<file path="src/rtl/core/nbe_pkg.sv">
// shared types, sizes and helpers of the board evaluator
package nbe_pkg;

  localparam int FEATURE_COUNT = 768;
  localparam int HIDDEN_ONE    = 256;
  localparam int HIDDEN_TWO    = 32;
  localparam int ACTIVE_LIMIT  = 32;
  localparam int SCORE_SCALE   = 400;
  localparam int FRAC_BITS     = 12;
  localparam int ACT_MAX       = 4096;
  localparam int SCORE_LIMIT   = 32767;

  localparam int ROW_W   = 10;
  localparam int H1_W    = 8;
  localparam int H2_W    = 5;
  localparam int IW_AW   = 18;
  localparam int W2_AW   = 13;
  localparam int CNT_W   = 6;
  localparam int ACT_W   = 13;
  localparam int QUEUE_DEPTH = 4;
  localparam int QPTR_W  = 2;

  localparam logic [1:0] CMD_WRITE   = 2'd0;
  localparam logic [1:0] CMD_FEATURE = 2'd1;
  localparam logic [1:0] CMD_EVAL    = 2'd2;

  localparam logic [2:0] SEL_IW = 3'd0;
  localparam logic [2:0] SEL_B1 = 3'd1;
  localparam logic [2:0] SEL_W2 = 3'd2;
  localparam logic [2:0] SEL_B2 = 3'd3;
  localparam logic [2:0] SEL_OW = 3'd4;
  localparam logic [2:0] SEL_OB = 3'd5;

  typedef enum logic [1:0] {
    OP_WRITE,
    OP_FEATURE,
    OP_EVAL
  } op_kind_t;

  typedef struct packed {
    op_kind_t           kind;
    logic [2:0]         sel;
    logic [IW_AW-1:0]   idx;
    logic signed [15:0] value;
    logic [ROW_W-1:0]   row;
    logic               black;
    logic               ready;
  } op_t;

  typedef enum logic [2:0] {
    B_IDLE,
    B_FEAT,
    B_H1,
    B_L2,
    B_OUT,
    B_SCALE,
    B_SAT
  } back_state_t;

  // clipped relu to 0..4096
  function automatic logic [ACT_W-1:0] clip_act(input logic signed [33:0] v);
    logic [ACT_W-1:0] r;
    if (v < 34'sd0) begin
      r = '0;
    end else if (v > 34'(ACT_MAX)) begin
      r = ACT_W'(ACT_MAX);
    end else begin
      r = v[ACT_W-1:0];
    end
    return r;
  endfunction

endpackage

</file>
<file path="src/rtl/core/nbe_front.sv">
// front end: accepts items, drops ignored ones, tracks the feature count
module nbe_front (
  input  logic                 clk,
  input  logic                 rst,
  input  logic                 in_valid,
  output logic                 in_stall,
  input  logic [1:0]           command,
  input  logic [2:0]           table_select,
  input  logic [17:0]          weight_index,
  input  logic signed [15:0]   weight_value,
  input  logic [3:0]           piece,
  input  logic [5:0]           square,
  input  logic                 side_to_move,
  input  logic                 weights_ready,
  input  logic                 q_full,
  output logic                 push,
  output nbe_pkg::op_t         op
);

  localparam logic [nbe_pkg::ROW_W-1:0] ROW_LIMIT = nbe_pkg::ROW_W'(nbe_pkg::FEATURE_COUNT);

  logic [nbe_pkg::CNT_W-1:0] active_count;
  logic                      accept;
  logic                      wr_ok;
  logic                      feat_ok;
  logic [nbe_pkg::ROW_W-1:0] row;

  assign in_stall = q_full;
  assign accept   = in_valid && !q_full;
  assign row      = {piece, square};

  // range checks on writes and features
  always_comb begin
    unique case (table_select)
      nbe_pkg::SEL_IW: wr_ok = weight_index <
                               18'(nbe_pkg::FEATURE_COUNT * nbe_pkg::HIDDEN_ONE);
      nbe_pkg::SEL_B1: wr_ok = weight_index < 18'(nbe_pkg::HIDDEN_ONE);
      nbe_pkg::SEL_W2: wr_ok = weight_index <
                               18'(nbe_pkg::HIDDEN_ONE * nbe_pkg::HIDDEN_TWO);
      nbe_pkg::SEL_B2: wr_ok = weight_index < 18'(nbe_pkg::HIDDEN_TWO);
      nbe_pkg::SEL_OW: wr_ok = weight_index < 18'(nbe_pkg::HIDDEN_TWO);
      nbe_pkg::SEL_OB: wr_ok = weight_index == 18'd0;
      default:         wr_ok = 1'b0;
    endcase
    feat_ok = (row < ROW_LIMIT) &&
              (active_count < nbe_pkg::CNT_W'(nbe_pkg::ACTIVE_LIMIT));
  end

  // classify into a queue op
  always_comb begin
    op.sel   = table_select;
    op.idx   = weight_index;
    op.value = weight_value;
    op.row   = row;
    op.black = side_to_move;
    op.ready = weights_ready;
    push     = 1'b0;
    op.kind  = nbe_pkg::OP_WRITE;
    unique case (command)
      nbe_pkg::CMD_WRITE: begin
        op.kind = nbe_pkg::OP_WRITE;
        push    = accept && wr_ok;
      end
      nbe_pkg::CMD_FEATURE: begin
        op.kind = nbe_pkg::OP_FEATURE;
        push    = accept && feat_ok;
      end
      nbe_pkg::CMD_EVAL: begin
        op.kind = nbe_pkg::OP_EVAL;
        push    = accept;
      end
      default: begin
        push = 1'b0;
      end
    endcase
  end

  // feature count, cleared by evaluate
  always_ff @(posedge clk) begin
    if (rst) begin
      active_count <= '0;
    end else if (accept && command == nbe_pkg::CMD_FEATURE && feat_ok) begin
      active_count <= active_count + 1'b1;
    end else if (accept && command == nbe_pkg::CMD_EVAL) begin
      active_count <= '0;
    end
  end

endmodule

</file>
<file path="config.mk">
export PLATFORM = sky130hd
export DESIGN_NAME = nbe_front
export DESIGN_NICKNAME = d
export VERILOG_FILES = /design/src/rtl/core/nbe_pkg.sv /design/src/rtl/core/nbe_front.sv
export SDC_FILE = /design/constraint.sdc
export NUM_CORES = 1
export LEC_CHECK = 0
export ABC_CLOCK_PERIOD_IN_PS = 2200
export BUFFER_PORTS_ARGS = -buffer_cell sky130_fd_sc_hd__buf_2
export CORE_UTILIZATION = 31
export DETAILED_ROUTE_END_ITERATION = 12
export MAX_ROUTING_LAYER = met4
export PLACE_DENSITY = 0.79
export REMOVE_ABC_BUFFERS = 1
export SLEW_MARGIN = 30
export SYNTH_ARGS = -nofsm -noshare
export SYNTH_HDL_FRONTEND = slang
export SYNTH_SLANG_ARGS = --single-unit
</file>
<file path="constraint.sdc">
create_clock -name clk -period 2.2 [get_ports clk]
set_input_delay 0.44 -clock clk [delete_from_list [all_inputs] [get_ports clk]]
set_output_delay 0.44 -clock clk [all_outputs]
set_load 0.005 [all_outputs]
</file>
After elaboration in Yosys (flattened, before gate mapping):

Cells that the tools add are included.

* register bits after elaboration: 6
* latch bits: 0
* bits in writable memories: 0
* bits in read-only memories: 0
* logic and storage cells: 33
* memories kept: 0

* add/sub/neg operators: 1
* multiply operators: 0
* divide/modulo/power cells: 0
* magnitude comparators: 6
* equal/unequal tests: 7
* shifts and indexed selects: 0
* mux-type cells: 5
* bitwise gates (word level): 0
* reductions and logical operators: 13

Operators with widths (number)
* $logic_not A18 Y1: 1
* $lt A18 B14 Y1 const B: 1
* $lt A18 B18 Y1 const B: 1
* $lt A18 B6 Y1 const B: 1
* $lt A18 B9 Y1 const B: 1
* $mux W6: 2
* $lt A10 B10 Y1 const B: 1
* $logic_and A1 B1 Y1: 7
* $add A6 B1 Y6 const B: 1
* $eq A3 B2 Y1 const B: 2
* $eq A3 B3 Y1 const B: 2
* $lt A6 B6 Y1 const B: 1
* $pmux W1 S5: 1
* $pmux W2 S2: 1
* $eq A3 B1 Y1 const B: 1
* $logic_not A3 Y1: 1
* $pmux W1 S3: 1
* $eq A2 B1 Y1 const B: 1
* $eq A2 B2 Y1 const B: 1
* $logic_not A2 Y1: 1
* $reduce_bool A2 Y1: 1
* $reduce_or A2 Y1: 1
* $logic_not A1 Y1: 1

Longest topological paths before layout:

Gate-level depths: netlist of the first run.

* word-level depth: 5
* mapped depth: 5
* mapped depth without buffers: 5

Worst setup path after synthesis of the first run:

No wires, ideal clock.

* path kind: in2out
* from: in weight_index[13]
* to: out push
* arrival: 1522 ps
* slack: 238 ps
* cell stages on the path: 4
* path buffers: 0
* cells stage by stage: or4_4 > a2111oi_1 > o31ai_1 > o21ai_1

* cells in the longest elaborated chain, start to end: 4
* elaborated cells between the ends (all ways): 8

Ends and longest elaborated chain
* from (decl): RTL line nbe_front.sv:9 `input logic [17:0] weight_index,`
* $lt A18 B6 Y1, or another cell as far along: RTL line nbe_front.sv:40, nbe_front.sv:41
* $pmux W1 S5 *: RTL line nbe_front.sv:34 `unique case (table_select)`
* $logic_and A1 B1 Y1 *: RTL line nbe_front.sv:62 `push = accept && wr_ok;`
* $pmux W1 S3 *: RTL line nbe_front.sv:59 `unique case (command)`
* to (decl): RTL line nbe_front.sv:16 `output logic push,`

Mark *: on every way between the ends. The rest lies on a longest branch, timed or not.

Worst setup path after layout of the first run:

* from: in weight_index[15]
* to: out push

The elaborated chain is that of the path after synthesis.

==> out/metrics.yaml, run 1 <==
status:
  status: "finished, final reports clean"
setup_path:
  ff2ff_setup_slack_ps: 690
  cpMostUsedCell: "buf_2"
  crit_family: "simple AND/OR/NAND/NOR gates"
  cp_max_fo: 2
  critical_path_buf_inv_count: 2
  crit_type: "in2out"
  cp_slowest_cell: "or4_4"
  slowest_delay_ps: 550
  path_cells: "buf_2 > or4_4 > a2111oi_4 > o31ai_1 > o21ai_1 > buf_2"
  arrival_ps: 1690
  required_ps: 1760
  crit_start: "weight_index[15]"
  cp-end-kind: "output port"
  cp-start-kind: "input port"
  rr_startpoint: "active_count[5]"
grt:
  grt_max_degree: 10
  grt_pass1_wl_microns: 4200
  track_usage_pct: 25.7
  grt_pass1_vias: 731
  antenna_found_initial: 0
  gr-total-overflow: 0
layout:
  largest_reg_flops: 6
  design_area_sq_um: 767
  regArea_sq_um: 120
  final_util_pct: 33.1
  antennaDiodeCount: 0
  drive_gt1_share_pct: 54.9
  fin_nets: 171
  multi_input_area_sq_um: 310
  top_regs: "active_count x6"
  nFillCells: 263
  area_delta_synth_final_pct: -3.16
  largest-register: "active_count"
pwr:
  finalPower_uw: 312
  powerDensity_nw_per_um2: 406
  p_leak_nw: 0.362
  ir_drop_uv: 219
synth:
  ys_ff_latch: 6
  yosysMostFrequentCell: "buf_4"
  synth_top_cell_by_area: "buf_4"
  synthTopCellsByCount: "buf_4 (50), a21oi_1 (6), dfxtp_1 (6)"
  netlist_area_sq_um: 792
  avgSynthCellArea_sq_um: 7.54
  syn_inst: 105
  synth_edf_count: 0
  ys_warn_count: 0
  seq_area_frac_synth_pct: 15.2
  synth.area.top_cells: "buf_4 (47%), dfxtp_1 (15%), a21oi_1 (3.8%), o21ai_0 (3.2%), nand3_1 (2.5%)"
  ys_async_sr_fraction_pct: 0
  ys_types: 28
  ys.flop_type: "dfxtp_1"
  synth_top_cell_area_share_pct: 47.4
detailed_routing:
  vias: 788
  antenna_left: 0
  dr.pass1.iters: 4
  wirelength_microns: 3420
  drt_iter0_drc: 9
  viasPerCell: 5.59
  drc: 0
  detail_route.wl_per_cell_microns: 24.2
timing:
  slew-limit-headroom_pct: 63.8
  final.period_utilization_pct: 96.7
  period_minus_slack_ps: 2130
  rsz0062_at_grt: "false"
  hold_slack_ps: 431
  final-hold-violation-count: 0
  fmax_mhz: 470
  finalClockSkew_ps: 1.32
  tightest_slew_ps: 540
  layout_setup_ws_ps: 72.4
  setup_violations: 0
  slew_violations: 0
floorplanning:
  ios: 108
  die_w_microns: 52.5
  initial_core_util_pct: 34.2
  rows: 17
  dieArea_sq_um: 2760
  fp.coreArea_sq_um: 2320
  die_h_microns: 52.5
place:
  placed_area_sq_um: 727
  portBuffers: 55
  place_congestion: 0.868
  place_ws_ps: -10.4
  dp_hpwl_microns: 3030
clocking:
  postCtsSetupRepairBufs: 0
  cts_root_buffer: "clkbuf_4"
  hold_buffers: 0
  clockBufferDepth: 2
  cts_tree: "yes"
  cts_sinks: 6
  h-tree-depth: 1
  clkTransAtPathRegs_ps: 50
  clock_latency_ps: 260
  cts_inserted_buffers: 3
worst_hold_path:
  hold_start: "rst"
  hold_path_class: "in2reg"
job:
  maxCapViolCount: 0
## routing by layer
layer	vias up	routed length, microns	GRT usage [%]
met4	0	312	21.1
met1	345	1010	18.4
met5	-	0	-
li1	333	-	-
met3	19	469	18.8
met2	91	1620	41.8
## through the flow
| step | cells | TNS, ps |
|---|---|---|
| 3_3_place_gp | 138 | -13.4 |
| 2_1_floorplan | 55 | 0 |
| 6_report | 141 | 0 |
| 5_1_grt | 141 | 0 |
| 3_5_place_dp | 138 | -10.4 |
| 4_1_cts | 141 | 0 |
## kinds of logic after synthesis
group | after synthesis | synth area share [%]
DFF | 6 | 15.2
buffers and inverters | 51 | 47.9
AOI/OAI and AO/OA | 21 | 16.7
and+or+nand+nor | 26 | 18.6
adders and majority gates | 1 | 1.58
## path summary, 6_finish.rpt
check                                        to  cells after the start
worst max-delay path                       push                      6
worst min register to register  active_count[5]                      2
worst min-delay path            active_count[5]                      2
worst max register to register  active_count[2]                      4
## placed cells by master (no fill, tap or decap), types with 2 or more instances in the layout
cell and count:
nand3_1 4, o21ai_0 5, buf_2 55, dfxtp_1 6
nor2_1 5, a31oi_1 2, nand2b_1 3, a21oi_1 6
or4_1 2, nand2_1 4, clkbuf_4 3
## timing repair
item                       CTS  global route
resized for setup            1             1
setup endpoints to repair    1             1
pin swaps                    0             3
## final cells by class
cell class	count	share of cell area [%]
multi-input combinational	48	40.5
tap	28	4.57
sequential	6	15.7
timing repair buffer	55	35.9
clock buffer	3	2.94
inverter	1	0.489
## power breakdown
group	internal, mW	total, mW	switching, mW
combinational	0.0451	0.0896	0.0445
clock	0.0624	0.112	0.0495
sequential	0.109	0.110	0.000691
Note: power is estimated with default switching activity, not from simulation.
==> inputs of run 2 (changes only) <==
Settings changed: CORE_MARGIN set to 2, CORE_UTILIZATION 31 to 32, CTS_BUF_LIST set to sky130_fd_sc_hd__clkbuf_2 sky130_fd_sc_hd__clkbuf_4 sky130_fd_sc_hd__clkbuf_8, PLACE_DENSITY 0.79 to 0.81.
==> run 2 against run 1 <==
  * Hold slack lost 3.2 ps
  * Non-clock buffer count unchanged
  * Worst setup slack worse by 14 ps
  * Cell area increased by 1.1%
  * Die area up 4.6%
  * Global-route usage is 3.1 points lower
  * Routed wire length fell by 4.4%
  * Maximum frequency is 0.66% lower
  * Flip-flop and latch count stayed put
  * Critical path type unchanged
==> out/metrics.yaml, run 2 (synthesis gave the netlist of run 1 again) <==
status:
  status: "finished, final reports clean"  # unchanged
timing:
  slew-limit-headroom_pct: 65.0  # was 63.8%
  finalClockSkew_ps: 12.8  # was 1.32 ps
  final-hold-violation-count: 0  # unchanged
  layout_setup_ws_ps: 58.4  # was 72.4 ps
  tightest_slew_ps: 522  # was 540 ps
  final.period_utilization_pct: 97.3  # was 96.7%
  fmax_mhz: 467  # was 470 MHz
  slew_violations: 0  # unchanged
  setup_tns_ps: 0  # unchanged
  setup_violations: 0  # unchanged
  period_minus_slack_ps: 2140  # was 2130 ps
floorplanning:
  rows: 18  # was 17
  fp.coreArea_sq_um: 2410  # was 2320 sq um
  dieArea_sq_um: 2890  # was 2760 sq um
  ios: 108  # unchanged
  initial_core_util_pct: 32.9  # was 34.2%
  die_h_microns: 53.8  # was 52.5 microns
  die_w_microns: 53.8  # was 52.5 microns
grt:
  track_usage_pct: 22.6  # was 25.7%
  grt_pass1_vias: 643  # was 731
  gr-total-overflow: 0  # unchanged
  grt_pass1_wl_microns: 3970  # was 4200 microns
  antenna_found_initial: 0  # unchanged
  grt_max_degree: 10  # unchanged
worst_hold_path:
  hold_path_class: "in2reg"  # unchanged
  holdPathStages: 2  # unchanged
place:
  dp.cells: 140  # was 138
  place_ws_ps: -18.4  # was -10.4 ps
  dp_hpwl_microns: 2800  # was 3030 microns
  placed_area_sq_um: 729  # was 727 sq um
  place_congestion: 0.859  # was 0.868
  portBuffers: 55  # unchanged
pwr:
  p_leak_nw: 0.362  # about the same
  ir_drop_uv: 170  # was 219 uV
  powerDensity_nw_per_um2: 395  # was 406 nW/um^2
detailed_routing:
  wl_met1_microns: 667  # was 1010 microns
  wirelength_microns: 3270  # was 3420 microns
  viasPerCell: 5.27  # was 5.59
  wl_met2_microns: 1670  # was 1620 microns
  vias: 753  # was 788
  detail_route.wl_per_cell_microns: 22.8  # was 24.2 microns
  drt_iter0_drc: 11  # was 9
  drc: 0  # unchanged
  wl_met3_microns: 853  # was 469 microns
  dr.pass1.iters: 4  # unchanged
  routed.top_layer: "met4"  # unchanged
  antenna_left: 0  # unchanged
setup_path:
  cp_slowest_cell: "or4_4"  # unchanged
  path_cells: "buf_2 > or4_4 > a2111oi_4 > o31ai_1 > o21ai_1 > buf_2"  # unchanged
  arrival_ps: 1700  # was 1690 ps
  slowest_delay_ps: 560  # was 550 ps
  worst-r2r-cell-count: 4  # unchanged
  critical_path_depth: 6  # unchanged
  required_ps: 1760  # about the same
  crit_family: "simple AND/OR/NAND/NOR gates"  # unchanged
  cp-end-kind: "output port"  # unchanged
  cp-start-kind: "input port"  # unchanged
  critical_path_buf_inv_count: 2  # unchanged
  cpMostUsedCell: "buf_2"  # unchanged
  cp_max_fo: 2  # unchanged
  crit_type: "in2out"  # unchanged
layout:
  layout_commonest_cell: "buf_2"  # unchanged
  final_cell_mix: "buf_2 (55), a21oi_1 (6), dfxtp_1 (6)"  # unchanged
  nFillCells: 271  # was 263
  antennaDiodeCount: 0  # unchanged
  design_area_sq_um: 776  # was 767 sq um
  largest-register: "active_count"  # unchanged
  drive_gt1_share_pct: 55.8  # was 54.9%
  layout.cells.non_filler: 143  # was 141
  largest_reg_flops: 6  # unchanged
  area_delta_synth_final_pct: -2.05  # was -3.16%
  fin_nets: 171  # unchanged
  top_regs: "active_count x6"  # unchanged
  final_util_pct: 32.2  # was 33.1%
clocking:
  cts_tree: "yes"  # unchanged
  clkTransAtPathRegs_ps: 50  # about the same
  cts_sinks: 6  # unchanged
  h-tree-depth: 1  # unchanged
  postCtsSetupRepairBufs: 0  # unchanged
  cts_root_buffer: "clkbuf_4"  # unchanged
  clockBufferDepth: 2  # unchanged
  clock_latency_ps: 250  # was 260 ps
  cts_inserted_buffers: 3  # unchanged
job:
  maxCapViolCount: 0  # unchanged
## run 2: layout make-up
type | instances | area, sq um | share of cell area (%)
clock buffer | 3 | 22.5 | 2.90
tap | 30 | 37.5 | 4.84
multi-input combinational | 48 | 317 | 40.8
inverter | 1 | 3.75 | 0.484
timing repair buffer | 55 | 275 | 35.5
sequential | 6 | 120 | 15.5
## run 2: final timing paths
| check | start | slack [ps] | end |
|---|---|---|---|
| setup / recovery | weight_index[13] | 60 | push |
| hold / removal | rst | 430 | active_count[5] |
| setup reg to reg | active_count[5] | 620 | active_count[2] |
| hold reg to reg | active_count[5] | 480 | active_count[5] |
## run 2: layer usage
| layer | GRT usage (%) | vias to the layer above |
|---|---|---|
| met5 | - | - |
| met4 | 8.97 | 0 |
| met3 | 27.5 | 8 |
| met2 | 42.3 | 102 |
| met1 | 8.83 | 312 |
| li1 | - | 331 |
## run 2: report_power, final
part           internal (mW)  leakage [nW]  switching [mW]
logic                 0.0452         0.300          0.0453
clock network         0.0620        0.0138          0.0436
registers              0.110        0.0484        0.000713
total                  0.217         0.362          0.0896
## run 2: per-stage QoR
step / total power, mW / hold slack (ps)
floorplan: 0.131 / 444
global placement: 0.197 / 461
detailed placement: 0.197 / 468
CTS: 0.305 / 421
global route: 0.323 / 432
finish: 0.306 / 428
## run 2: worst reg2reg max path, cell delays in order (launching register included)
cell and delay, ps:
dfxtp_1 300, a211o_1 310, nor3_2 420, a21oi_1 130
a311oi_1 300
## run 2: what timing repair did
item	in CTS	in global routing
resized for setup	1	2
endpoints found under the hold margin	0	0
pin swaps	0	1
hold buffers	0	0
endpoints found under the setup margin	1	1
