==> src/rtl/core/nbe_pkg.sv <==
// shared types, sizes and helpers of the board evaluator
package nbe_pkg;

  localparam int FEATURE_COUNT = 768;
  localparam int HIDDEN_ONE    = 256;
  localparam int HIDDEN_TWO    = 32;
  localparam int ACTIVE_LIMIT  = 32;
  localparam int SCORE_SCALE   = 400;
  localparam int FRAC_BITS     = 12;
  localparam int ACT_MAX       = 4096;
  localparam int SCORE_LIMIT   = 32767;

  localparam int ROW_W   = 10;
  localparam int H1_W    = 8;
  localparam int H2_W    = 5;
  localparam int IW_AW   = 18;
  localparam int W2_AW   = 13;
  localparam int CNT_W   = 6;
  localparam int ACT_W   = 13;
  localparam int QUEUE_DEPTH = 4;
  localparam int QPTR_W  = 2;

  localparam logic [1:0] CMD_WRITE   = 2'd0;
  localparam logic [1:0] CMD_FEATURE = 2'd1;
  localparam logic [1:0] CMD_EVAL    = 2'd2;

  localparam logic [2:0] SEL_IW = 3'd0;
  localparam logic [2:0] SEL_B1 = 3'd1;
  localparam logic [2:0] SEL_W2 = 3'd2;
  localparam logic [2:0] SEL_B2 = 3'd3;
  localparam logic [2:0] SEL_OW = 3'd4;
  localparam logic [2:0] SEL_OB = 3'd5;

  typedef enum logic [1:0] {
    OP_WRITE,
    OP_FEATURE,
    OP_EVAL
  } op_kind_t;

  typedef struct packed {
    op_kind_t           kind;
    logic [2:0]         sel;
    logic [IW_AW-1:0]   idx;
    logic signed [15:0] value;
    logic [ROW_W-1:0]   row;
    logic               black;
    logic               ready;
  } op_t;

  typedef enum logic [2:0] {
    B_IDLE,
    B_FEAT,
    B_H1,
    B_L2,
    B_OUT,
    B_SCALE,
    B_SAT
  } back_state_t;

  // clipped relu to 0..4096
  function automatic logic [ACT_W-1:0] clip_act(input logic signed [33:0] v);
    logic [ACT_W-1:0] r;
    if (v < 34'sd0) begin
      r = '0;
    end else if (v > 34'(ACT_MAX)) begin
      r = ACT_W'(ACT_MAX);
    end else begin
      r = v[ACT_W-1:0];
    end
    return r;
  endfunction

endpackage

==> src/rtl/core/nbe_queue.sv <==
// short op queue between front and back
module nbe_queue (
  input  logic         clk,
  input  logic         rst,
  input  logic         push,
  input  nbe_pkg::op_t op_in,
  output logic         full,
  input  logic         pop,
  output logic         valid,
  output nbe_pkg::op_t op_out
);

  nbe_pkg::op_t               entries [nbe_pkg::QUEUE_DEPTH];
  logic [nbe_pkg::QPTR_W-1:0] wr_ptr;
  logic [nbe_pkg::QPTR_W-1:0] rd_ptr;
  logic [nbe_pkg::QPTR_W:0]   fill;

  assign full   = fill == (nbe_pkg::QPTR_W+1)'(nbe_pkg::QUEUE_DEPTH);
  assign valid  = fill != '0;
  assign op_out = entries[rd_ptr];

  // pointers and fill level
  always_ff @(posedge clk) begin
    if (rst) begin
      wr_ptr <= '0;
      rd_ptr <= '0;
      fill   <= '0;
    end else begin
      if (push) begin
        wr_ptr <= wr_ptr + 1'b1;
      end
      if (pop) begin
        rd_ptr <= rd_ptr + 1'b1;
      end
      if (push && !pop) begin
        fill <= fill + 1'b1;
      end else if (pop && !push) begin
        fill <= fill - 1'b1;
      end
    end
  end

  // storage
  always_ff @(posedge clk) begin
    if (push) begin
      entries[wr_ptr] <= op_in;
    end
  end

endmodule

==> config.mk <==
export PLATFORM = sky130hd
export DESIGN_NAME = nbe_queue
export DESIGN_NICKNAME = d
export VERILOG_FILES = /design/src/rtl/core/nbe_pkg.sv /design/src/rtl/core/nbe_queue.sv
export SDC_FILE = /design/constraint.sdc
export NUM_CORES = 1
export LEC_CHECK = 0
export BUFFER_PORTS_ARGS = -buffer_cell sky130_fd_sc_hd__buf_2
export CORE_ASPECT_RATIO = 1.5
export CORE_MARGIN = 8
export CORE_UTILIZATION = 64
export CTS_BUF_LIST = sky130_fd_sc_hd__clkbuf_8
export DETAILED_ROUTE_END_ITERATION = 12
export PLACE_DENSITY = 0.88
export RECOVER_POWER = 100
export REMOVE_ABC_BUFFERS = 1
export SLEW_MARGIN = 10
export SYNTH_ARGS = -nofsm -noshare
export SYNTH_HDL_FRONTEND = slang
export SYNTH_SLANG_ARGS = --single-unit
export TNS_END_PERCENT = 1
==> constraint.sdc <==
create_clock -name clk -period 3.84 [get_ports clk]
set_clock_uncertainty 0.05 [all_clocks]
set_input_delay 0.768 -clock clk [delete_from_list [all_inputs] [get_ports clk]]
set_output_delay 0.768 -clock clk [all_outputs]
set_load 0.02 [all_outputs]
After elaboration in Yosys (flattened, before gate mapping) --
Memory sizes are Yosys's and may differ from the RTL's. A register that Yosys moved wholly into a read port is not among the register bits. Cells that the tools add are included. W data, S select, Z words.
Storage, ports and cells: memories kept 1, output and inout port bits 53, input port bits 55, flip-flop bits (word level) 7, word-level logic and storage cells 21, memory bits (writable) 204
Operators by class: $add $sub $neg 4, reduce and logical (&&, ||, !) cells 6, muxes and demuxes 6, equal/unequal tests 1
Memory list:
- entries | words 4, bits a word 51, read ports 1, clocked after Yosys merged registers in 1, write ports 1, line nbe_queue.sv:13 | nbe_pkg::op_t entries [nbe_pkg::QUEUE_DEPTH];
Operator list (count):
- $mux W3 | 2
- $add A2 B1 Y2 const B | 2
- $mux W2 | 2
- $add A3 B1 Y3 const B | 1
- $eq A3 B3 Y1 const B | 1
- $reduce_bool A3 Y1 | 1
- $sub A3 B1 Y3 const B | 1
- $logic_and A1 B1 Y1 | 2
- $logic_not A1 Y1 | 2
- $mux W1 | 2
- $reduce_bool A2 Y1 | 1

Depth between registers and ports, before layout --
Gate-level depths: netlist (run 1).
depth in word-level cells 4, depth in mapped cells 7, depth with buffers taken out 7

Worst setup path after synthesis (run 1) --
OpenSTA, ideal clock, no wires.
path type input-to-reg, start input push, end memory entries[0][0] (netlist bit), enable pin, library setup time 0.414 ns, setup slack 1.391 ns, cell stages on the path 1, arrival time 1.985 ns, data required time 3.376 ns, path buffers 0, path through and2_1
On the way: cells in the longest elaborated chain, start to end 2
RTL lines:
- from (decl) | line nbe_queue.sv:5 | input logic push,
- $mux W1 | line nbe_queue.sv:45 | if (push) begin
- $mux W1 (not written as such) | line nbe_queue.sv:46 | entries[wr_ptr] <= op_in;
- to (decl) | line nbe_queue.sv:13
No other way between the ends.

==> results of run 1 <==
-- cell usage after synthesis --
cell type	instances	share of area, %
sky130_fd_sc_hd__clkbuf_1	1	0.048
sky130_fd_sc_hd__nand2_1	1	0.048
sky130_fd_sc_hd__fa_1	1	0.26
sky130_fd_sc_hd__mux4_2	50	14
sky130_fd_sc_hd__mux2i_1	2	0.26
sky130_fd_sc_hd__buf_12	5	1.3
sky130_fd_sc_hd__ha_1	5	0.80
sky130_fd_sc_hd__nor3b_1	1	0.096
sky130_fd_sc_hd__or3_1	2	0.16
sky130_fd_sc_hd__xor2_1	3	0.33
sky130_fd_sc_hd__nor2_1	7	0.33
sky130_fd_sc_hd__buf_6	1	0.14
sky130_fd_sc_hd__o21ai_0	1	0.064
sky130_fd_sc_hd__a21oi_1	1	0.064
sky130_fd_sc_hd__mux4_1	1	0.33
sky130_fd_sc_hd__buf_2	5	0.32
sky130_fd_sc_hd__and2_1	4	0.32
sky130_fd_sc_hd__dfxtp_1	9	2.3
sky130_fd_sc_hd__xnor2_1	2	0.22
sky130_fd_sc_hd__edfxtp_1	204	78
sky130_fd_sc_hd__inv_1	4	0.19
sky130_fd_sc_hd__buf_1	1	0.048
-- power by group --
group          total (mW)  internal (mW)  switching [mW]
Clock                1.42          0.696           0.725
Combinational       0.506          0.193           0.314
Sequential           2.72           2.67          0.0535
-- worst max-delay path: cells and delay by family, from the launching register on --
kind	cells	cell delay, ps
buffers and inverters	2	620
flip-flops	1	760
multiplexers	1	560
-- layout make-up --
class                   instances  share of cell area (%)
inverters                       4                  0.1696
diodes                          1                 0.02827
clock inverters                21                  0.9189
clock buffers                  29                   4.509
flip-flops and latches        213                   71.30
well taps                     153                   2.163
multi-input cells              81                   15.63
repair buffers                117                   5.273
-- path summary, 6_finish.rpt --
kind / startpoint / endpoint / slack, ps / cells after the start
setup reg to reg: wr_ptr[0]$_SDFFE_PP0P_ / entries[0][30]$_DFFE_PP_ / 680 / 4
hold / removal: op_in[11] / entries[3][11]$_DFFE_PP_ / 450 / 1
setup / recovery: flop / op_out[3] / 540 / 3
hold reg to reg: fill[2]$_SDFFE_PP0P_ / fill[2]$_SDFFE_PP0P_ / 460 / 2
-- state kept, by name (all words and copies together) (netlist names), named ones only --
register / flops
fill: 3
wr_ptr: 2
rd_ptr: 2
entries: 204
-- stage by stage --
step           instances  total power, mW  cell area (sq um)  hold WS (ps)  util (%)
3_5_place_dp         568            3.321               8529         451.8     71.34
6_report             619            4.652               8851         454.8     74.03
5_1_grt              618            4.833               8848         427.3     74.01
3_3_place_gp         568            3.293               8529         423.4     71.34
4_1_cts              618            4.725               9010         384.0     75.36
2_1_floorplan        298            3.105               7705         405.3         -
-- layer usage --
metal  wire length, um  global-route usage (%)  share of wire, %
met4               460                   7.774               3.3
met5                24                       0              0.17
met1              4999                   18.34                35
met2              7700                   32.05                55
met3               911                   4.361               6.5
-- placed cells by master, fill, tap and decap left out, types with 2 or more instances in the layout --
| cell | count |
|---|---|
| sky130_fd_sc_hd__edfxtp_1 | 204 |
| sky130_fd_sc_hd__xor2_1 | 3 |
| sky130_fd_sc_hd__buf_2 | 4 |
| sky130_fd_sc_hd__clkinv_2 | 2 |
| sky130_fd_sc_hd__or3_1 | 2 |
| sky130_fd_sc_hd__ha_1 | 5 |
| sky130_fd_sc_hd__clkbuf_2 | 2 |
| sky130_fd_sc_hd__inv_1 | 14 |
| sky130_fd_sc_hd__mux2i_1 | 2 |
| sky130_fd_sc_hd__xnor2_1 | 2 |
| sky130_fd_sc_hd__clkinv_1 | 9 |
| sky130_fd_sc_hd__mux4_2 | 50 |
| sky130_fd_sc_hd__and2_0 | 4 |
| sky130_fd_sc_hd__dfxtp_1 | 7 |
| sky130_fd_sc_hd__clkbuf_1 | 109 |
| sky130_fd_sc_hd__nor2_1 | 7 |
| sky130_fd_sc_hd__clkbuf_8 | 29 |
-- kinds of logic after synthesis --
kind of cell             count (synthesis)  synth area share (%)
AND/OR/NAND/NOR                         15                0.9565
multiplexers                            53                 14.94
flip-flops                             213                 80.34
buffers and inverters                   17                 2.024
XOR/XNOR                                 5                0.5580
adder cells (fa/ha/maj)                  6                 1.052
AO/OA/AOI/OAI                            2                0.1274
==> summary by stage, run 1 <==
Pwr
The analysis attributes to cell leakage a power of 2.803 nW. The peak ir drop on the vdd network is about 0.0004 V. Dividing total power by cell area gives a power density of 525.6 nW/um^2.

CTS
The tree built by TritonCTS fans out to 213 sinks. The number of clock buffers added by TritonCTS is 29. The longest clock path from root to sink contains 3 buffers. After clock tree synthesis, the clock-pin slew on the worst setup and hold paths is 60 ps. CTS placed an instance of sky130_fd_sc_hd__clkbuf_8 at the clock tree root. The later pin in the worst-skew pair is clocked with a latency of ~510 ps.

The post-CTS setup repair buffer count is 0. The TritonCTS clock tree is built. The post-CTS resize count is 0. Hold repair after CTS inserted 0 buffers. CTS built an H-tree with a depth of 1.

STA
The normalized max-slew margin is -16.13%. Static timing analysis puts the maximum clock frequency at around 300 MHz. The transition time of the tightest slew-check pin is 1741 ps. The max-slew violation count is 25.

Setup slack closes at 543.1 ps. The number of hold violations in the final report came to 0. The worst path needs 3297 ps of the cycle, external delays included.

The setup TNS after final layout is 0 ps. Setup repair after global routing left no endpoint under its margin. The final count of negative-setup-slack endpoints is 0. In the finished design, the share of the clock period the worst path needs comes to between 80% and 90%.

Global route
The initial antenna violation count is 2. Entering global routing, the biggest net connects 49 pins. Global routing consumed, over all layers together, 17.40% of the routing resources. The via count of the first global-routing pass was about 4000. The total grt overflow is 0. The global-route wire length before repair is 20950 um.

Floorplan
The overall die height is roughly 150 um. The initial cell density of the core is 65.65%. The number of I/O pins is 108. Measured along the x axis, the die boundary spans 106.4 um. The standard-cell row count is 49. The area of the core is 11960 sq um. The die footprint is 16140 sq um.

Place
At the placement stage, the worst setup path has a slack of between 1000 and 1500 ps. The half-perimeter wire length after placement is 9456 um. The number of port buffers is 107. At the end of routability-driven placement, the weighted congestion stood at 0.7133.

Cells and area
The layout net count is 507. The layout has between 700 and 800 filler cells. Cells with a size suffix above 1 make up 19.57% of the layout.

The multi-input combinational cells in the finished layout cover a total of 1384 sq um. The sequential cells in the finished layout cover a total of between 6000 and 7000 sq um. The relative area change from synthesis to final layout is 12.77%.

Routing
In the final routed layout, each cell accounts on average for 22.77 um. The final antenna-violating net count is 0. The DRC violation count after routing is 0. The detail-routed via count per cell is 5.824. The total wire length is ~14000 um. In this run, the number of DRC markers left after iteration 0 of detailed routing was 179. The via count is 3605. The number of detailed-routing iterations run before antenna repair is 4.

Worst setup path
The worst-path cell with the longest stage delay is sky130_fd_sc_hd__dfxtp_4. At the worst endpoint, the arrival time is 2480 ps. STA classifies the critical path startpoint as a flop.

The critical path goes through clkbuf_2, mux4_2, clkbuf_1. The type of the setup path with the least slack is flop to output pin. The delay contributed by the slowest stage of the critical path is 760 ps.

Along the worst path, the maximum fanout reaches 31. STA classifies the critical path endpoint as an output pin. The worst endpoint required time is just over 3000 ps.

Outcome
The flow ran to the end, but the final reports show violations. The final reports fail on capacitance limit, slew limit.

Yosys
The Yosys warning count is 0. The fraction of the yosys area taken by sequential cells is 80.34%. The per-instance average area after synthesis is 25.24 sq um. The distinct cell type count of the synthesized netlist is 22. Synthesis produced a netlist whose cell count is 311. The post-synthesis instance area is approximately 7800 sq um. The total of flip-flops plus latches after synthesis is approximately 210.

Flow run
Across the run, the number of max-cap violations was 1.

Hold path
In this run the worst hold path is classified as input port to flop.
(Power assumes the default switching activity.)
==> run 2: changes to the inputs <==
--- a/config.mk
+++ b/config.mk
@@ -8,12 +8,12 @@
 export BUFFER_PORTS_ARGS = -buffer_cell sky130_fd_sc_hd__buf_2
 export CORE_ASPECT_RATIO = 1.5
 export CORE_MARGIN = 8
-export CORE_UTILIZATION = 64
+export CORE_UTILIZATION = 25
 export CTS_BUF_LIST = sky130_fd_sc_hd__clkbuf_8
 export DETAILED_ROUTE_END_ITERATION = 12
-export PLACE_DENSITY = 0.88
 export RECOVER_POWER = 100
 export REMOVE_ABC_BUFFERS = 1
+export SETUP_SLACK_MARGIN = 0.5
 export SLEW_MARGIN = 10
 export SYNTH_ARGS = -nofsm -noshare
 export SYNTH_HDL_FRONTEND = slang
==> run 2 against run 1 <==
Against the previous run:
- the run still ends with capacitance limit, slew limit left
- register-to-register slack lost 50 ps
- core utilization shrank 44 points
- final cell count grew 42%
- critical path depth grew 1
- first-iteration DRC count shrank 18%
- critical endpoint is now entries[2][30]$_DFFE_PP_
- sequential share of layout area shrank 4.1 points
- wire length grew 18%
- power grew 12%
- sequential power is essentially flat
- critical path type is now flop to flop
- worst hold slack gained 2.3 ps
- setup slack gained 85 ps
==> summary by stage, run 2 (synthesis results as in run 1) <==
Outcome
The flow ran to the end, but the final reports show violations. The final reports fail on capacitance limit, slew limit.

STA
The final count of negative-setup-slack endpoints is 0 (unchanged). The achievable clock frequency came to 311.4 MHz (+2.7%). The shortest clock period the worst path allows after layout is 3212 ps (-85.37 ps). The max-slew violation count was 103 (+310%). The transition time of the tightest slew-check pin is 2220 ps (+478.7 ps). The fraction of the cycle the final worst path needs is 83.63% (-2.2 points).

The setup TNS after final layout was 0 ps (unchanged). The number of hold violations in the final report is 0 (unchanged). The post-route worst hold slack is 457.1 ps (+2.289 ps).

The normalized max-slew margin came to -48.06% (-32 points). Setup repair after global routing left no endpoint under its margin.

Global route
The met2 track utilization from global routing is 15.89% (-16 points). The all-layer global routing usage is 8.958% (-8.4 points). The global routing stage identified its most utilized layer as met2. The total grt overflow is 0 (unchanged). The maximum number of pins on one net before global-route repair was 28 (-43%). The met1 track demand over resource in global routing is 9.138% (-9.2 points).

The initial antenna violation count came to 3 (+1). The global-route track usage on met3 is 3.626% (-0.73 points). The via count of the first global-routing pass came to 4246 (+7.6%).

The global-route wire length before repair is 25290 um (+21%).

Floorplan
The width of the die is 160.7 um (+51%). The die footprint is 37440 sq um (+130%). The area of the core is 30940 sq um (+160%). The number of I/O pins came to 108 (unchanged). The initial cell density of the core is 25.37% (-40 points).

The overall die height was 233.0 um (+54%). The standard-cell row count is 79 (+61%).

Pwr
The share of total power consumed by net switching was 23.71% (+0.23 points). The power density of the placed cells is 553.0 nW/um^2 (+5.2%). The combinational fraction of design power is 10.0% (-0.9 points).

The register share of total power came to 52.5% (-6.1 points). The internal power summed over all cells is 3.960 mW (+11%). The total leakage power is 2.927 nW (+4.4%). The post-layout total power is 5.191 mW (+12%). The share of power burned in the clock network is 37.5% (+7.0 points). The peak ir drop on the vdd network is 0.0002730 V (-30%). The switching power total was 1.231 mW (+13%).

Cells and area
Leaving out fill and tap cells, the most frequent cell in the layout is sky130_fd_sc_hd__edfxtp_1. The layout net count is 514 (+1.4%). The number of filler instances in the final layout is 3011 (+310%). The final core utilization is 30.34% (-44 points). The fraction of layout instances using a drive strength above 1 came to 24.36% (+4.8 points). The register ranked first by flip-flop count is entries. The flip-flop count of the largest register, all copies and words added is 204 (unchanged). The largest registers in the layout are entries x204, fill x3.

The filler-free cell count of the finished design is 878 (+42%). The relative area change from synthesis to final layout is 19.59%. In the layout the commonest cells are sky130_fd_sc_hd__edfxtp_1, sky130_fd_sc_hd__clkbuf_1, sky130_fd_sc_hd__mux4_2.

CTS
The post-CTS resize count is 0 (unchanged). The number of buffers created by CTS is 35 (+21%). The maximum clock path buffer count is 3 (unchanged). The number of H-tree branching levels is 2 (+1). The source-to-sink clock delay at the later pin of the worst-skew pair was 520 ps (about the same). The number of sinks on the clock net was 213 (unchanged). The tree is rooted in a sky130_fd_sc_hd__clkbuf_8. The quantity of hold-fixing buffers added after cts is 0 (unchanged). The post-CTS setup repair buffer count is 0 (unchanged). The TritonCTS clock tree is built. The register clock-pin slew on the reported worst setup and hold paths was 60 ps (about the same).

Routing
The DRC violation count after routing was 0 (unchanged). The number of detailed-routing iterations run before antenna repair came to 4 (unchanged). The detail-routed net length per standard cell is 18.88 um (-17%). The via count was 3600 (-0.14%). The first-iteration detailed-routing DRC count is 147 (-18%). The detail-routed via count per cell is 4.100 (-30%). The total wire length is 16580 um (+18%). The final antenna-violating net count is 0 (unchanged).

Worst setup path
The capture point of the worst reg-to-reg path is entries[2][30]$_DFFE_PP_. The maximum fanout count along the critical path is 24 (-23%). The worst endpoint required time is 3940 ps (+920 ps).

The element type at the critical path end is a flop. The arrival time at the worst endpoint is 3310 ps (+830 ps). By startpoint and endpoint, the worst setup path is classified as flop to flop. The slack of the worst reg-to-reg path came to 630 ps (-50 ps). The startpoint type of the worst setup path is a flop. The number of cells on the worst reg-to-reg path is 4 (unchanged). The worst flop-to-flop path startpoint is wr_ptr[0]$_SDFFE_PP0P_. The critical path starts at wr_ptr[0]$_SDFFE_PP0P_.

Place
The number of cells after detailed placement was 821 (+45%). The number of port buffers was 107 (unchanged). The half-perimeter wire length after placement came to 10610 um (+12%).

The routability congestion estimate from global placement is 0.6677 (-6.4%).

Hold path
The number of cells traversed by the worst hold path came to 1 (unchanged). The class of the tightest hold or removal check is input port to flop. In this run the most critical hold path is launched from op_in[29].

The path with the worst hold slack has its endpoint at entries[3][29]$_DFFE_PP_.

Flow run
The total of max-cap violations was 4 (+3).
==> run 2: how the worst max path moves through the flow <==
| stage | slack (ps) | depth (start not counted) | to |
|---|---|---|---|
| CTS | 550 | 3 | op_out[37] |
| finish | 630 | 4 | entries[2][30]$_DFFE_PP_ |
| floorplan | 10 | 1 | op_out[46] |
| global placement | 1140 | 3 | op_out[37] |
| global route | 260 | 4 | entries[1][0]$_DFFE_PP_ |
| detailed placement | 1130 | 3 | op_out[37] |
==> run 2: stage by stage <==
step	worst slack [ps]	cell area, sq um
detailed placement	1133	8852
finish	628.4	9387
CTS	549.8	9527
global route	258.7	9384
floorplan	12.53	7705
global placement	1136	8852
==> run 2: layout make-up <==
| class | instances | area, sq um | area share [%] |
|---|---|---|---|
| diodes | 1 | 2.502 | 0.02666 |
| clock buffers | 37 | 509.2 | 5.425 |
| clock inverters | 19 | 165.2 | 1.760 |
| inverters | 4 | 15.01 | 0.1600 |
| multi-input cells | 81 | 1384 | 14.74 |
| flip-flops and latches | 213 | 6311 | 67.24 |
| well taps | 405 | 506.7 | 5.399 |
| repair buffers | 118 | 493.0 | 5.252 |
==> run 2: worst max-delay path: stages, from the launching register on <==
cell and delay [ps]:
sky130_fd_sc_hd__dfxtp_1 360, sky130_fd_sc_hd__inv_1 110, sky130_fd_sc_hd__ha_1 160, sky130_fd_sc_hd__and2_0 1530
sky130_fd_sc_hd__clkbuf_2 620
==> run 2: per-layer routing <==
layer / wire [um] / vias up
met1: 6196 / 1869
met5: 30 / -
met3: 1184 / 33
met2: 8710 / 101
li1: - / 1593
met4: 453 / 4
==> run 2: power groups by stage <==
stage / logic [mW] / clock network [mW] / registers, mW
3_3_place_gp: 0.551 / 0 / 2.76
6_report: 0.521 / 1.94 / 2.72
3_5_place_dp: 0.568 / 0 / 2.77
4_1_cts: 0.569 / 2.04 / 2.73
2_1_floorplan: 0.330 / 0 / 2.78
5_1_grt: 0.566 / 2.13 / 2.74
==> run 3: changes to the inputs <==
==> constraint.sdc (replaced) <==
create_clock -name clk -period 2.9 [get_ports clk]
set_clock_uncertainty 0.05 [all_clocks]
set_input_delay 0.58 -clock clk [delete_from_list [all_inputs] [get_ports clk]]
set_output_delay 0.58 -clock clk [all_outputs]
set_load 0.02 [all_outputs]
==> run 3 against run 2 <==
Against the previous run:
- the flow still finishes with violations (capacitance limit, slew limit)
- power increased by 28%
- setup slack worse by 400 ps
- critical path depth stayed put
- cell area is 2.5% higher
- global-route usage is 0.26 points lower
- sequential power grew 32%
- combinational power up 56%
- register-to-register slack lost 320 ps
- worst hold slack worse by 230 ps
- non-clock buffer count rose by 14
- largest power group unchanged
==> summary by stage, run 3 (synthesis results as in run 1) <==
Routing
The final antenna-violating net count is 0 (unchanged). The detail-routed net length per standard cell is 19.28 um (+2.2%). The via count is 3619 (+0.53%). The total wire length came to 17160 um (+3.5%). The DRC violation count after routing came to 0 (unchanged).

The detail-routed via count per cell is 4.066 (-0.83%). The number of detailed-routing iterations run before antenna repair is 5 (+1). The first-iteration detailed-routing DRC count is 204 (+39%).

Floorplan
The width of the die is 160.7 um (unchanged). The number of I/O pins is 108 (unchanged). The die footprint came to 37440 sq um (unchanged). The overall die height is 233.0 um (unchanged). The standard-cell row count came to 79 (unchanged). The initial cell density of the core is 25.37% (unchanged). The area of the core came to 30940 sq um (unchanged).

STA
The setup TNS after final layout is 0 ps (unchanged). The fraction of the cycle the final worst path needs is about nine tenths. The max-slew violation count is 53 (-49%). The number of hold violations in the final report came to 0 (unchanged). The shortest clock period the worst path allows after layout is approximately 2700 ps. The final count of negative-setup-slack endpoints was 0 (unchanged).

The post-route worst hold slack is 223.8 ps (-233.3 ps). The normalized max-slew margin was -12.33% (+36 points). Timing would allow up to 375.0 MHz. Setup repair after global routing could not meet its margin everywhere.

The transition time of the tightest slew-check pin is 1684 ps (-535.7 ps).

Cells and area
The final core utilization is 31.10% (+0.76 points). The number of filler instances in the final layout came to 3022 (+0.37%). The most common cell after layout, fill and taps aside is sky130_fd_sc_hd__edfxtp_1.

The post-route cell area was 9620 sq um (+2.5%). The flip-flop count of the largest register, all copies and words added is 204 (unchanged). In the layout the commonest cells are sky130_fd_sc_hd__edfxtp_1, sky130_fd_sc_hd__clkbuf_1, sky130_fd_sc_hd__mux4_2. More flip-flops sit in one register than any other, and that register is entries. The fraction of layout instances using a drive strength above 1 is 26.03% (+1.7 points).

In the final layout, the registers with the most flip-flops are entries x204, fill x3. Relative to the synthesized area, the layout overhead comes to 22.57%. The layout net count is 524 (+1.9%).

CTS
The source-to-sink clock delay at the later pin of the worst-skew pair is 570 ps (+50 ps). The TritonCTS clock tree is built. The register clock-pin slew on the reported worst setup and hold paths is 60 ps (about the same).

The quantity of hold-fixing buffers added after cts is 0 (unchanged). The maximum clock path buffer count is 3 (unchanged). The root buffer cell is sky130_fd_sc_hd__clkbuf_8.

The number of sinks on the clock net was 213 (unchanged). The number of buffers created by CTS is 31 (-11%). The number of H-tree branching levels is 1 (-1).

Hold path
In this run the worst hold path is classified as input port to flop. The worst hold path endpoint is entries[2][3]$_DFFE_PP_. The number of cells traversed by the worst hold path is 1 (unchanged).

The startpoint of the most critical hold path is op_in[3].

Pwr
The post-layout total power is 6.658 mW (+28%). The peak ir drop on the vdd network was 0.0003356 V (+23%). The total leakage power is 3.016 nW (+3.0%). The power density of the placed cells came to 692.1 nW/um^2 (+25%).

Place
The half-perimeter wire length after placement is 10770 um (+1.5%). The area after detailed placement was 8970 sq um (+1.3%). The routability congestion estimate from global placement is 0.6633 (-0.66%). The number of port buffers is 107 (unchanged).

Global route
The all-layer global routing usage is 8.702% (-0.26 points). The via count of the first global-routing pass is 4173 (-1.7%). The total grt overflow is 0 (unchanged). The initial antenna violation count is 3 (unchanged). The global-route wire length before repair is 24410 um (-3.5%). The maximum number of pins on one net before global-route repair came to 22 (-21%).

Worst setup path
The worst setup path is captured at an output pin. The worst endpoint required time came to 2270 ps (-1670 ps). The worst flop-to-flop path startpoint is wr_ptr[0]$_SDFFE_PP0P_.

The critical path is of the flop to output pin type. The number of cells on the worst reg-to-reg path is 4 (unchanged). The slack of the worst reg-to-reg path is 310 ps (-320 ps). The arrival time at the worst endpoint is 2040 ps (-1270 ps). STA classifies the critical path startpoint as a flop.

The maximum fanout count along the critical path is 5 (-79%). The capture point of the worst reg-to-reg path is entries[2][49]$_DFFE_PP_.

Outcome
The checks that failed: capacitance limit, slew limit. The run finished, with violations left.

Flow run
The total of max-cap violations is 3 (-1).
-- run 3: changes by cell type in the layout (fill, tap and decap cells not counted), moves of 3 or more --
cell / before / now
sky130_fd_sc_hd__clkbuf_16: 0 / 4
sky130_fd_sc_hd__buf_12: 1 / 9
sky130_fd_sc_hd__clkbuf_1: 101 / 98
sky130_fd_sc_hd__clkbuf_2: 6 / 2
sky130_fd_sc_hd__buf_2: 6 / 9
sky130_fd_sc_hd__clkinvlp_4: 0 / 3
sky130_fd_sc_hd__clkinv_1: 3 / 7
sky130_fd_sc_hd__clkbuf_8: 37 / 31
sky130_fd_sc_hd__buf_6: 1 / 4
-- run 3: layer usage --
layer  wire (um)  up-vias  global-route usage [%]  part of all wire (%)
met5          23        -                       0                  0.13
met1        6126     1880                   8.663                    36
met3        1150       27                   2.901                   6.7
li1            -     1615                       -                     -
met4         369        4                   3.339                   2.1
met2        9493       93                   16.37                    55
-- run 3: worst max-delay path by stage --
stage,from,cells after the start,endpoint
4_1_cts,flop,3,op_out[7]
5_1_grt,flop,4,op_out[50]
3_3_place_gp,flop,3,op_out[7]
3_5_place_dp,flop,3,op_out[7]
2_1_floorplan,flop,1,op_out[46]
6_report,flop,4,op_out[50]
-- run 3: area by class of cell --
type	instances	area [sq um]	area share, %
Sequential cell	213	6314	65.63
Multi-Input combinational cell	81	1384	14.38
Clock buffer	31	426.7	4.435
Antenna cell	1	2.502	0.02601
Tap cell	405	506.7	5.267
Timing Repair Buffer	132	813.3	8.454
Inverter	4	15.01	0.1561
Clock inverter	23	158.9	1.652
-- run 3: what timing repair did --
item	CTS	global route
endpoints found under the hold margin	0	0
gates cloned	0	5
buffers inserted	1	4
resized for setup	2	6
setup endpoints to repair	51	51
-- run 3: report_power, final --
group / switching [mW] / internal, mW / leakage [nW] / total [mW]
logic: 0.472 / 0.338 / 0.751 / 0.811
registers: 0.0518 / 3.53 / 1.95 / 3.58
clock network: 1.09 / 1.18 / 0.316 / 2.26
total: 1.61 / 5.05 / 3.02 / 6.66
-- run 3: stage by stage --
step                      cells  setup WS [ps]
after floorplan             298         -739.5
after global placement      825          638.6
after detailed placement    825          609.0
after CTS                   880          207.6
after global routing        889          110.9
final                       890          233.2
-- run 3: worst max-delay path, cell delays in order (launching register included) --
cell and delay [ps]:
sky130_fd_sc_hd__dfxtp_4 390, sky130_fd_sc_hd__buf_12 120, sky130_fd_sc_hd__clkbuf_2 230, sky130_fd_sc_hd__mux4_2 530, sky130_fd_sc_hd__clkbuf_1 190
